[src/hdl/layer_norm_forward_core_defines.svh]
// ---------------------------------------------------------------------------
// Layer norm forward core: assertion macros
// Shared property templates for the core's concurrent checks.
// ---------------------------------------------------------------------------
`ifndef LAYER_NORM_FORWARD_CORE_DEFINES_SVH
`define LAYER_NORM_FORWARD_CORE_DEFINES_SVH

// same-cycle implication, disabled in reset
`define LNF_ASSERT_NOW(lbl, clk, rstn, a, b) \
    lbl: assert property (@(posedge clk) disable iff (!(rstn)) (a) |-> (b)) \
        else $error("lnf check failed");

// next-cycle implication, disabled in reset
`define LNF_ASSERT_NEXT(lbl, clk, rstn, a, b) \
    lbl: assert property (@(posedge clk) disable iff (!(rstn)) (a) |=> (b)) \
        else $error("lnf check failed");

`endif

[src/hdl/lnf_pkg.sv]
// ---------------------------------------------------------------------------
// lnf_pkg
// Types and constants shared by the layer norm forward core.
// ---------------------------------------------------------------------------
package lnf_pkg;

    localparam int MAX_ELEMENTS = 64;
    localparam int ADDR_W      = $clog2(MAX_ELEMENTS);
    localparam int CNT_W       = $clog2(MAX_ELEMENTS + 1);
    localparam int SAMPLE_W    = 16;
    localparam int SUM_W       = SAMPLE_W + ADDR_W;
    localparam int T_W         = SUM_W + 2;
    localparam int DIFF_W      = SAMPLE_W + 1;
    localparam int SQ_W        = 2 * SAMPLE_W + 1;
    localparam int ACC_W       = SQ_W + ADDR_W;
    localparam int GD_W        = SAMPLE_W + DIFF_W;
    localparam int SD_W        = 24;
    localparam int DEN_W       = SD_W + 1;
    localparam int DIV_NUM_W   = (ACC_W > GD_W + 6) ? ACC_W : GD_W + 6;
    localparam int DIV_CNT_W   = $clog2(DIV_NUM_W + 1);
    localparam int VAR_W       = SQ_W;
    localparam int SQRT_VAL_W  = 2 * (SD_W + 1);
    localparam int ROOT_W      = SD_W + 1;
    localparam int SQRT_REM_W  = ROOT_W + 1;
    localparam int SQRT_CNT_W  = $clog2(ROOT_W + 1);
    localparam int CFG_IDX_W   = 2;

    localparam logic [CFG_IDX_W-1:0] CFG_GAIN    = 2'd0;
    localparam logic [CFG_IDX_W-1:0] CFG_OFFSET  = 2'd1;
    localparam logic [CFG_IDX_W-1:0] CFG_EPSILON = 2'd2;

    localparam logic signed [15:0] GAIN_RESET    = 16'sd3686;
    localparam logic signed [15:0] OFFSET_RESET  = 16'sd0;
    localparam logic [15:0]        EPSILON_RESET = 16'd1;

    typedef struct packed {
        logic signed [15:0] sample;
        logic               last_in;
    } in_item_t;

    typedef struct packed {
        logic signed [15:0] result;
        logic               saturated;
        logic               last_out;
    } out_item_t;

    typedef enum logic [1:0] {
        DIV_NONE = 2'd0,
        DIV_MEAN = 2'd1,
        DIV_VAR  = 2'd2,
        DIV_Q    = 2'd3
    } div_op_t;

    typedef struct packed {
        logic    load;
        logic    clear_set;
        div_op_t div_op;
        logic    mean_cap;
        logic    acc_clear;
        logic    acc_add;
        logic    idx_clear;
        logic    idx_inc;
        logic    sqrt_start;
        logic    out_load;
        logic    out_last;
    } cmd_t;

    typedef struct packed {
        logic full;
        logic last_elem;
        logic div_busy;
        logic sqrt_busy;
        logic out_free;
    } sts_t;

endpackage

[src/hdl/lnf_ram.sv]
// ---------------------------------------------------------------------------
// lnf_ram
// Generic single-write, single-read RAM with registered read data.
// ---------------------------------------------------------------------------
module lnf_ram #(
    parameter int WIDTH = 16,
    parameter int DEPTH = 64
) (
    input  logic                     aclk,
    input  logic                     we,
    input  logic [$clog2(DEPTH)-1:0] waddr,
    input  logic [WIDTH-1:0]         wdata,
    input  logic [$clog2(DEPTH)-1:0] raddr,
    output logic [WIDTH-1:0]         rdata
);

    logic [WIDTH-1:0] mem [DEPTH];

    always_ff @(posedge aclk) begin
        if (we) begin
            mem[waddr] <= wdata;
        end
        rdata <= mem[raddr];
    end

endmodule

[src/hdl/lnf_ctrl.sv]
// ---------------------------------------------------------------------------
// lnf_ctrl
// Sequencer: load, mean, variance pass, square root, per-element emit.
// ---------------------------------------------------------------------------
module lnf_ctrl (
    input  logic          aclk,
    input  logic          aresetn,
    input  logic          s_valid,
    input  logic          s_last,
    output logic          s_ready,
    input  lnf_pkg::sts_t sts,
    output lnf_pkg::cmd_t cmd
);

    typedef enum logic [15:0] {
        ST_LOAD       = 16'h0001,
        ST_MEAN_START = 16'h0002,
        ST_MEAN_WAIT  = 16'h0004,
        ST_V_RD       = 16'h0008,
        ST_V_SUB      = 16'h0010,
        ST_V_MUL      = 16'h0020,
        ST_V_ACC      = 16'h0040,
        ST_VAR_START  = 16'h0080,
        ST_VAR_WAIT   = 16'h0100,
        ST_SQRT_WAIT  = 16'h0200,
        ST_E_RD       = 16'h0400,
        ST_E_SUB      = 16'h0800,
        ST_E_MUL      = 16'h1000,
        ST_E_DIV      = 16'h2000,
        ST_E_WAIT     = 16'h4000,
        ST_E_OUT      = 16'h8000
    } state_t;

    state_t state_reg, state_next;
    logic   accept;

    assign s_ready = (state_reg == ST_LOAD);
    assign accept  = s_valid && s_ready;

    always_comb begin
        state_next = state_reg;
        cmd        = '0;
        cmd.div_op = lnf_pkg::DIV_NONE;
        unique case (state_reg)
            ST_LOAD: begin
                if (accept) begin
                    if (sts.full) begin
                        state_next = ST_MEAN_START;
                    end else begin
                        cmd.load = 1'b1;
                        if (s_last) begin
                            state_next = ST_MEAN_START;
                        end
                    end
                end
            end
            ST_MEAN_START: begin
                cmd.div_op    = lnf_pkg::DIV_MEAN;
                cmd.idx_clear = 1'b1;
                cmd.acc_clear = 1'b1;
                state_next    = ST_MEAN_WAIT;
            end
            ST_MEAN_WAIT: begin
                if (!sts.div_busy) begin
                    cmd.mean_cap = 1'b1;
                    state_next   = ST_V_RD;
                end
            end
            ST_V_RD:  state_next = ST_V_SUB;
            ST_V_SUB: state_next = ST_V_MUL;
            ST_V_MUL: state_next = ST_V_ACC;
            ST_V_ACC: begin
                cmd.acc_add = 1'b1;
                if (sts.last_elem) begin
                    state_next = ST_VAR_START;
                end else begin
                    cmd.idx_inc = 1'b1;
                    state_next  = ST_V_RD;
                end
            end
            ST_VAR_START: begin
                cmd.div_op = lnf_pkg::DIV_VAR;
                state_next = ST_VAR_WAIT;
            end
            ST_VAR_WAIT: begin
                if (!sts.div_busy) begin
                    cmd.sqrt_start = 1'b1;
                    state_next     = ST_SQRT_WAIT;
                end
            end
            ST_SQRT_WAIT: begin
                if (!sts.sqrt_busy) begin
                    cmd.idx_clear = 1'b1;
                    state_next    = ST_E_RD;
                end
            end
            ST_E_RD:  state_next = ST_E_SUB;
            ST_E_SUB: state_next = ST_E_MUL;
            ST_E_MUL: state_next = ST_E_DIV;
            ST_E_DIV: begin
                cmd.div_op = lnf_pkg::DIV_Q;
                state_next = ST_E_WAIT;
            end
            ST_E_WAIT: begin
                if (!sts.div_busy) begin
                    state_next = ST_E_OUT;
                end
            end
            ST_E_OUT: begin
                if (sts.out_free) begin
                    cmd.out_load = 1'b1;
                    cmd.out_last = sts.last_elem;
                    if (sts.last_elem) begin
                        cmd.clear_set = 1'b1;
                        state_next    = ST_LOAD;
                    end else begin
                        cmd.idx_inc = 1'b1;
                        state_next  = ST_E_RD;
                    end
                end
            end
            default: state_next = ST_LOAD;
        endcase
    end

    always_ff @(posedge aclk) begin
        if (!aresetn) begin
            state_reg <= ST_LOAD;
        end else begin
            state_reg <= state_next;
        end
    end

endmodule

[src/hdl/lnf_dp.sv]
// ---------------------------------------------------------------------------
// lnf_dp
// Datapath: sample store, sums, shared serial divider, serial square root,
// configuration registers and output register.
// ---------------------------------------------------------------------------
module lnf_dp (
    input  logic                                aclk,
    input  logic                                aresetn,
    input  lnf_pkg::cmd_t                       cmd,
    output lnf_pkg::sts_t                       sts,
    input  lnf_pkg::in_item_t                   s_data,
    output logic                                m_valid,
    input  logic                                m_ready,
    output lnf_pkg::out_item_t                  m_data,
    input  logic                                cfg_valid,
    input  logic [lnf_pkg::CFG_IDX_W-1:0]       cfg_index,
    input  logic [15:0]                         cfg_data
);

    localparam int AW  = lnf_pkg::ADDR_W;
    localparam int CW  = lnf_pkg::CNT_W;
    localparam int NW  = lnf_pkg::DIV_NUM_W;
    localparam int DW  = lnf_pkg::DEN_W;
    localparam int TW  = lnf_pkg::T_W;
    localparam int RW  = NW + 2;

    // configuration
    logic signed [15:0] gain_reg, offset_reg;
    logic [15:0]        eps_reg;

    always_ff @(posedge aclk) begin
        if (!aresetn) begin
            gain_reg   <= lnf_pkg::GAIN_RESET;
            offset_reg <= lnf_pkg::OFFSET_RESET;
            eps_reg    <= lnf_pkg::EPSILON_RESET;
        end else if (cfg_valid) begin
            unique case (cfg_index)
                lnf_pkg::CFG_GAIN:    gain_reg   <= cfg_data;
                lnf_pkg::CFG_OFFSET:  offset_reg <= cfg_data;
                lnf_pkg::CFG_EPSILON: eps_reg    <= cfg_data;
                default: ;
            endcase
        end
    end

    // store and set counters
    logic [CW-1:0]                    count_reg;
    logic signed [lnf_pkg::SUM_W-1:0] sum_reg;
    logic [AW-1:0]                    idx_reg;
    logic [15:0]                      rdata;

    lnf_ram #(.WIDTH(16), .DEPTH(lnf_pkg::MAX_ELEMENTS)) u_store (
        .aclk  (aclk),
        .we    (cmd.load),
        .waddr (count_reg[AW-1:0]),
        .wdata (s_data.sample),
        .raddr (idx_reg),
        .rdata (rdata)
    );

    always_ff @(posedge aclk) begin
        if (!aresetn) begin
            count_reg <= '0;
            sum_reg   <= '0;
            idx_reg   <= '0;
        end else begin
            if (cmd.clear_set) begin
                count_reg <= '0;
                sum_reg   <= '0;
            end else if (cmd.load) begin
                count_reg <= count_reg + CW'(1);
                sum_reg   <= sum_reg + lnf_pkg::SUM_W'(s_data.sample);
            end
            if (cmd.idx_clear) begin
                idx_reg <= '0;
            end else if (cmd.idx_inc) begin
                idx_reg <= idx_reg + AW'(1);
            end
        end
    end

    assign sts.full      = (count_reg == CW'(lnf_pkg::MAX_ELEMENTS));
    assign sts.last_elem = ((CW'(idx_reg) + CW'(1)) == count_reg);

    // rounding numerator for the mean
    logic signed [TW-1:0] t_val;
    logic                 t_neg;
    logic [TW-1:0]        t_mag;

    assign t_val = (TW'(sum_reg) <<< 1) + $signed(TW'(count_reg));
    assign t_neg = t_val[TW-1];
    assign t_mag = t_neg ? TW'(-t_val) : TW'(t_val);

    // difference and products
    logic signed [15:0]                mean_reg;
    logic signed [lnf_pkg::DIFF_W-1:0] d_reg;
    logic [lnf_pkg::SQ_W-1:0]          sq_reg;
    logic signed [lnf_pkg::GD_W-1:0]   gd_reg;
    logic [lnf_pkg::ACC_W-1:0]         acc_reg;
    logic signed [2*lnf_pkg::DIFF_W-1:0] sq_full;

    assign sq_full = d_reg * d_reg;

    always_ff @(posedge aclk) begin
        d_reg  <= lnf_pkg::DIFF_W'($signed(rdata)) - lnf_pkg::DIFF_W'(mean_reg);
        sq_reg <= sq_full[lnf_pkg::SQ_W-1:0];
        gd_reg <= gain_reg * d_reg;
    end

    always_ff @(posedge aclk) begin
        if (!aresetn) begin
            acc_reg <= '0;
        end else if (cmd.acc_clear) begin
            acc_reg <= '0;
        end else if (cmd.acc_add) begin
            acc_reg <= acc_reg + lnf_pkg::ACC_W'(sq_reg);
        end
    end

    // shared restoring divider, one quotient bit per cycle
    logic [NW-1:0]                  quot_reg;
    logic [DW-1:0]                  rem_reg, den_reg;
    logic [lnf_pkg::DIV_CNT_W-1:0]  dcnt_reg;
    logic [DW:0]                    rem_sh;
    logic                           rem_ge;
    logic [lnf_pkg::SD_W-1:0]       sd;
    logic                           gd_neg;
    logic [lnf_pkg::GD_W-1:0]       gd_mag;

    assign rem_sh = {rem_reg, quot_reg[NW-1]};
    assign rem_ge = (rem_sh >= {1'b0, den_reg});
    assign gd_neg = gd_reg[lnf_pkg::GD_W-1];
    assign gd_mag = gd_neg ? lnf_pkg::GD_W'(-gd_reg) : lnf_pkg::GD_W'(gd_reg);

    always_ff @(posedge aclk) begin
        if (!aresetn) begin
            dcnt_reg <= '0;
        end else if (cmd.div_op != lnf_pkg::DIV_NONE) begin
            dcnt_reg <= lnf_pkg::DIV_CNT_W'(NW);
        end else if (dcnt_reg != '0) begin
            dcnt_reg <= dcnt_reg - lnf_pkg::DIV_CNT_W'(1);
        end
    end

    always_ff @(posedge aclk) begin
        case (cmd.div_op)
            lnf_pkg::DIV_MEAN: begin
                quot_reg <= NW'(t_mag);
                den_reg  <= DW'({count_reg, 1'b0});
                rem_reg  <= '0;
            end
            lnf_pkg::DIV_VAR: begin
                quot_reg <= NW'(acc_reg);
                den_reg  <= DW'(count_reg);
                rem_reg  <= '0;
            end
            lnf_pkg::DIV_Q: begin
                quot_reg <= (NW'(gd_mag) << 5) + NW'(sd);
                den_reg  <= {sd, 1'b0};
                rem_reg  <= '0;
            end
            default: begin
                if (dcnt_reg != '0) begin
                    quot_reg <= {quot_reg[NW-2:0], rem_ge};
                    rem_reg  <= rem_ge ? DW'(rem_sh - {1'b0, den_reg}) : rem_sh[DW-1:0];
                end
            end
        endcase
    end

    assign sts.div_busy = (dcnt_reg != '0);

    // rounded mean, floor of the doubled form
    logic [TW-1:0] mean_mag;

    assign mean_mag = TW'(quot_reg) + TW'(t_neg && (rem_reg != '0));

    always_ff @(posedge aclk) begin
        if (!aresetn) begin
            mean_reg <= '0;
        end else if (cmd.mean_cap) begin
            mean_reg <= t_neg ? 16'(-mean_mag) : 16'(mean_mag);
        end
    end

    // digit-by-digit square root, two radicand bits per cycle
    logic [lnf_pkg::SQRT_VAL_W-1:0]  sval_reg;
    logic [lnf_pkg::SQRT_REM_W-1:0]  srem_reg;
    logic [lnf_pkg::ROOT_W-1:0]      root_reg;
    logic [lnf_pkg::SQRT_CNT_W-1:0]  scnt_reg;
    logic [lnf_pkg::SQRT_REM_W+1:0]  srem_sh, strial;
    logic                            s_ge;
    logic [lnf_pkg::VAR_W:0]         var_eps;

    assign var_eps = (lnf_pkg::VAR_W + 1)'(quot_reg[lnf_pkg::VAR_W-1:0])
                   + (lnf_pkg::VAR_W + 1)'(eps_reg);
    assign srem_sh = {srem_reg, sval_reg[lnf_pkg::SQRT_VAL_W-1 -: 2]};
    assign strial  = (lnf_pkg::SQRT_REM_W + 2)'({root_reg, 2'b01});
    assign s_ge    = (srem_sh >= strial);

    always_ff @(posedge aclk) begin
        if (!aresetn) begin
            scnt_reg <= '0;
            root_reg <= '0;
        end else if (cmd.sqrt_start) begin
            scnt_reg <= lnf_pkg::SQRT_CNT_W'(lnf_pkg::ROOT_W);
            root_reg <= '0;
        end else if (scnt_reg != '0) begin
            scnt_reg <= scnt_reg - lnf_pkg::SQRT_CNT_W'(1);
            root_reg <= {root_reg[lnf_pkg::ROOT_W-2:0], s_ge};
        end
    end

    always_ff @(posedge aclk) begin
        if (cmd.sqrt_start) begin
            sval_reg <= lnf_pkg::SQRT_VAL_W'({var_eps, 16'b0});
            srem_reg <= '0;
        end else if (scnt_reg != '0) begin
            sval_reg <= sval_reg << 2;
            srem_reg <= s_ge ? lnf_pkg::SQRT_REM_W'(srem_sh - strial)
                             : lnf_pkg::SQRT_REM_W'(srem_sh);
        end
    end

    assign sd            = root_reg[lnf_pkg::SD_W-1:0];
    assign sts.sqrt_busy = (scnt_reg != '0);

    // scale, shift and clip
    logic signed [RW-1:0] q_val, r_val;
    logic                 r_hi, r_lo;

    assign q_val = (sd == '0) ? '0
                 : (gd_neg ? -$signed({2'b00, quot_reg}) : $signed({2'b00, quot_reg}));
    assign r_val = q_val + RW'(offset_reg);
    assign r_hi  = (r_val > RW'(32767));
    assign r_lo  = (r_val < -RW'(32768));

    logic      out_valid_reg;
    lnf_pkg::out_item_t out_reg;

    always_ff @(posedge aclk) begin
        if (!aresetn) begin
            out_valid_reg <= 1'b0;
        end else if (cmd.out_load) begin
            out_valid_reg <= 1'b1;
        end else if (m_ready) begin
            out_valid_reg <= 1'b0;
        end
    end

    always_ff @(posedge aclk) begin
        if (cmd.out_load) begin
            out_reg.result    <= r_hi ? 16'sh7fff : (r_lo ? 16'sh8000 : r_val[15:0]);
            out_reg.saturated <= r_hi || r_lo;
            out_reg.last_out  <= cmd.out_last;
        end
    end

    assign sts.out_free = !out_valid_reg || m_ready;
    assign m_valid      = out_valid_reg;
    assign m_data       = out_reg;

endmodule

[src/hdl/layer_norm_forward_core.sv]
// ---------------------------------------------------------------------------
// layer_norm_forward_core
// Loading takes one sample per cycle while s_ready is high. After the set
// ends: the mean divide, the variance pass, the variance divide, the square
// root, then one divide per result, each divide on the serial
// one-bit-per-cycle divider (NW = 39 quotient bits at 64 entries).
// Reset (aresetn low, synchronous) empties the set, clears the output beat
// and restores gain 3686, offset 0, epsilon 1. Config writes are always ready.
// ---------------------------------------------------------------------------
`include "layer_norm_forward_core_defines.svh"

module layer_norm_forward_core (
    input  logic                           aclk,
    input  logic                           aresetn,
    input  logic                           s_valid,
    output logic                           s_ready,
    input  lnf_pkg::in_item_t              s_data,
    output logic                           m_valid,
    input  logic                           m_ready,
    output lnf_pkg::out_item_t             m_data,
    input  logic                           cfg_valid,
    output logic                           cfg_ready,
    input  logic [lnf_pkg::CFG_IDX_W-1:0]  cfg_index,
    input  logic [15:0]                    cfg_data
);

    lnf_pkg::cmd_t cmd;
    lnf_pkg::sts_t sts;

    assign cfg_ready = 1'b1;

    lnf_ctrl u_ctrl (
        .aclk    (aclk),
        .aresetn (aresetn),
        .s_valid (s_valid),
        .s_last  (s_data.last_in),
        .s_ready (s_ready),
        .sts     (sts),
        .cmd     (cmd)
    );

    lnf_dp u_dp (
        .aclk      (aclk),
        .aresetn   (aresetn),
        .cmd       (cmd),
        .sts       (sts),
        .s_data    (s_data),
        .m_valid   (m_valid),
        .m_ready   (m_ready),
        .m_data    (m_data),
        .cfg_valid (cfg_valid),
        .cfg_index (cfg_index),
        .cfg_data  (cfg_data)
    );

    `LNF_ASSERT_NOW(a_no_load_while_div, aclk, aresetn, sts.div_busy, !s_ready)
    `LNF_ASSERT_NOW(a_out_slot_free, aclk, aresetn, cmd.out_load, sts.out_free)
    `LNF_ASSERT_NEXT(a_full_ends_set, aclk, aresetn, s_valid && s_ready && sts.full, !s_ready)

endmodule

[config.mk]
export PLATFORM = sky130hd
export DESIGN_NAME = layer_norm_forward_core
export DESIGN_NICKNAME = d
export VERILOG_FILES = /design/src/hdl/lnf_pkg.sv /design/src/hdl/lnf_ram.sv /design/src/hdl/lnf_ctrl.sv /design/src/hdl/lnf_dp.sv /design/src/hdl/layer_norm_forward_core.sv
export VERILOG_INCLUDE_DIRS = /design/src /design/src/hdl
export SDC_FILE = /design/constraint.sdc
export NUM_CORES = 2
export LEC_CHECK = 0
export BUFFER_PORTS_ARGS = -buffer_cell sky130_fd_sc_hd__clkbuf_2
export CAP_MARGIN = 30
export CORE_UTILIZATION = 30
export CTS_CLUSTER_DIAMETER = 80
export DETAILED_ROUTE_END_ITERATION = 7
export PLACE_DENSITY_LB_ADDON = 0.15
export SLEW_MARGIN = 5
export SYNTH_ARGS = -nofsm -noshare
export SYNTH_HDL_FRONTEND = slang
export SYNTH_HIERARCHICAL = 1
export SYNTH_SLANG_ARGS = --single-unit
[constraint.sdc]
create_clock -name aclk -period 6.45 [get_ports aclk]
set_clock_uncertainty 0.1 [all_clocks]
set_input_delay 0.9675 -clock aclk [delete_from_list [all_inputs] [get_ports aclk]]
set_output_delay 0.9675 -clock aclk [all_outputs]
set_load 0.01 [all_outputs]
==> results.txt <==
gpl congestion = 0.846
Final ANT Viol Nets = 0
hpwl dp = 195 mm
clk buf depth = 4
crit path DAT = 6.85 ns
CTS tree = built
share of layout cells above drive strength 1 = 16.6%
WL/cell = 22.4 µm
drt first pass iters = 7
top cell type's share of synthesized area = 38.1%
Synthesized Nets = 8538
Final Hold Vio Count = 0
Worst-path clk slew = 0.05 ns
Crit path top cell by count = fa_1
worst setup path category = reg -> reg
CP delay by family, top = adder cells
Ys Warns = 6
worst path required time = 7.04 ns
DR iter-0 viols = 4323
vias in the first global route = 60900
initial antenna violation count = 17
worst path bufs/invs = 5
pin count of the biggest net entering global routing = 85
vias = 59100
gr ovfl total = 0
nature of the critical path startpoint = flop
Starting Density = 30.2%
Area Growth Syn to Fin = 16.5%
Final #Nets = 8963
global-route wire length before repair = 401 mm
final WL = 270 mm
die height = 549 µm
Post-synth EDFFs = 1140
asr flop ratio synth = 0%
# DRC = 0
Worst-Skew Late Latency = 0.91 ns
max frequency = 160 MHz
CTS Buf Count = 183
WHS = 0.365 ns
Max Slew Vio Count = 0
top cells by area, synth = edfxtp_1 (38%), fa_1 (12%), dfxtp_1 (7.6%)
Root Buffer = clkbuf_16
Port-buffer cells = 59
DIE AREA = 0.301 mm²
Worst Setup End Kind = flop
synthesized netlist cell count = 7564
Cell variety after synth = 113
core area = 0.297 mm²
Synth Register Bits = 1480
FP Rows = 200
Hold/Removal Path Class = reg -> reg
Tcrit/Tclk final = 96.9%
min Tclk post-route = 6.25 ns
Max FO, Critical Path = 5
Cell Area, Synth = 0.0897 mm²
Crit-path slowest cell = fa_1
Die X = 549 µm
Mapped Avg Cell Area = 11.9 µm²
outcome = completed
Seq/Total Area, Yosys = 45.7%
Via-to-Cell Ratio = 4.89
placed insts = 11700
RSZ-0062 raised after global routing = yes
max reg flops = 1024
CTS H-tree lvls = 4
count of non-filler cells in the finished layout = 12100
Synth area leader = edfxtp_1
Worst path max stage delay = 0.53 ns
Boundary Pins = 61
Max-Slew Margin vs Limit = 11.6%
Final setup viols = 0
Slew @ Worst Pin = 1.31 ns
Top FF cell, synth = edfxtp_1
max-cap violations = 0
clk sinks = 1480
Global Route Usage Sum = 17.7%
==> per-stage QoR <==
step	setup TNS, ns	utilization, %	area, µm²	setup slack [ns]
2_1_floorplan	0	-	89800	0.0133
3_3_place_gp	-0.851	32.6	97000	-0.189
6_report	0	35.2	105000	0.197
5_1_grt	-0.307	35.2	105000	-0.0371
3_5_place_dp	-1.26	32.7	97100	-0.218
4_1_cts	-0.0417	34.7	103000	-0.0417
==> final timing paths <==
kind                                        start                end  slack, ns  cells past startpoint
worst max register to register      u_dp/d_reg[8]    u_dp/gd_reg[30]       0.20                     25
worst min register to register  u_dp/root_reg[24]  u_dp/root_reg[24]       0.36                      2
worst min-delay path            u_dp/root_reg[24]  u_dp/root_reg[24]       0.36                      2
worst max-delay path                u_dp/d_reg[8]    u_dp/gd_reg[30]       0.20                     25
==> cells in the final DEF (no fill, tap or decap), drive strengths merged, types with 39 or more instances in the layout <==
| cell type | netlist | layout |
|---|---|---|
| a211oi | 61 | 61 |
| o21ai | 208 | 208 |
| or3 | 39 | 39 |
| a21o | 94 | 94 |
| clkbuf | 226 | 295 |
| nand4 | 49 | 49 |
| a21boi | 61 | 61 |
| and3 | 42 | 42 |
| inv | 831 | 841 |
| nand2 | 676 | 676 |
| clkinv | 1 | 58 |
| nor4 | 40 | 40 |
| mux4 | 224 | 224 |
| mux2i | 165 | 165 |
| mux2 | 45 | 45 |
| xor2 | 133 | 133 |
| xnor2 | 300 | 300 |
| nor2b | 87 | 87 |
| edfxtp | 1140 | 1140 |
| dfxtp | 340 | 340 |
| nor3 | 125 | 125 |
| and2 | 210 | 210 |
| a21oi | 297 | 297 |
| ha | 384 | 384 |
| nand3 | 103 | 103 |
| nand2b | 61 | 61 |
| fa | 550 | 550 |
| a22oi | 50 | 50 |
| buf | 105 | 514 |
| nor2 | 471 | 471 |
==> area by class of cell <==
type | count | area (µm²)
fillers | 29400 | 193000
multi-input cells | 4922 | 44700
flip-flops and latches | 1480 | 41100
clock buffers | 239 | 4950
well taps | 3939 | 4930
repair buffers | 570 | 4750
inverters | 832 | 3130
clock inverters | 87 | 938
diodes | 5 | 12.5
==> synth_stat cells (all sizes together), types with 31 or more instances <==
cell type,number
o21a,31
nand2,676
inv,831
a21oi,297
and3,42
mux2,45
mux4,224
a31oi,34
dfxtp,340
o31ai,36
fa,550
ha,384
o21ai,208
nor3,125
nand2b,61
a22oi,50
nand4,49
mux2i,165
nor2,471
or3,39
and2,210
clkbuf,226
nand3,103
a211oi,61
edfxtp,1140
xnor2,300
xor2,133
nor4,40
a21boi,61
buf,105
a21o,94
nor2b,87
==> what timing repair did <==
| item | in CTS | in global routing |
|---|---|---|
| buffers inserted | 0 | 43 |
| cloned | 0 | 6 |
| hold buffers | 0 | 0 |
| setup endpoints to repair | 11 | 36 |
| gates resized for setup | 36 | 249 |
| endpoints found under the hold margin | 0 | 0 |
| pin swaps | 5 | 129 |
==> kinds of logic (layout without fill, tap and decap cells) <==
family / after synthesis / count (layout) / synth area share [%]
AND/OR/NAND/NOR: 2005 / 2005 / 10.8
flip-flops: 1480 / 1480 / 45.7
buffers and inverters: 1163 / 1728 / 5.31
AO/OA/AOI/OAI: 1114 / 1115 / 8.31
adder cells (fa/ha/maj): 934 / 934 / 17.6
multiplexers: 434 / 434 / 8.04
XOR/XNOR: 433 / 433 / 4.23
other: 1 / 6 / 0.00418
==> worst min-delay path, cell delays in order (launching register included) <==
cell and delay (ns):
dfxtp_1 0.31, nand2_1 0.05, a21oi_1 0.05
==> routing by layer <==
metal  vias up  track usage [%]  wire [µm]
met5         -                0         52
met4         8             3.78       5980
met3       314             1.91      10000
met2      1115             29.6     129000
li1      27500                -          -
met1     30100             24.6     125000
Power is not shown: default switching activity piles up to over one toggle a cycle in this logic, so the estimate is an artifact.
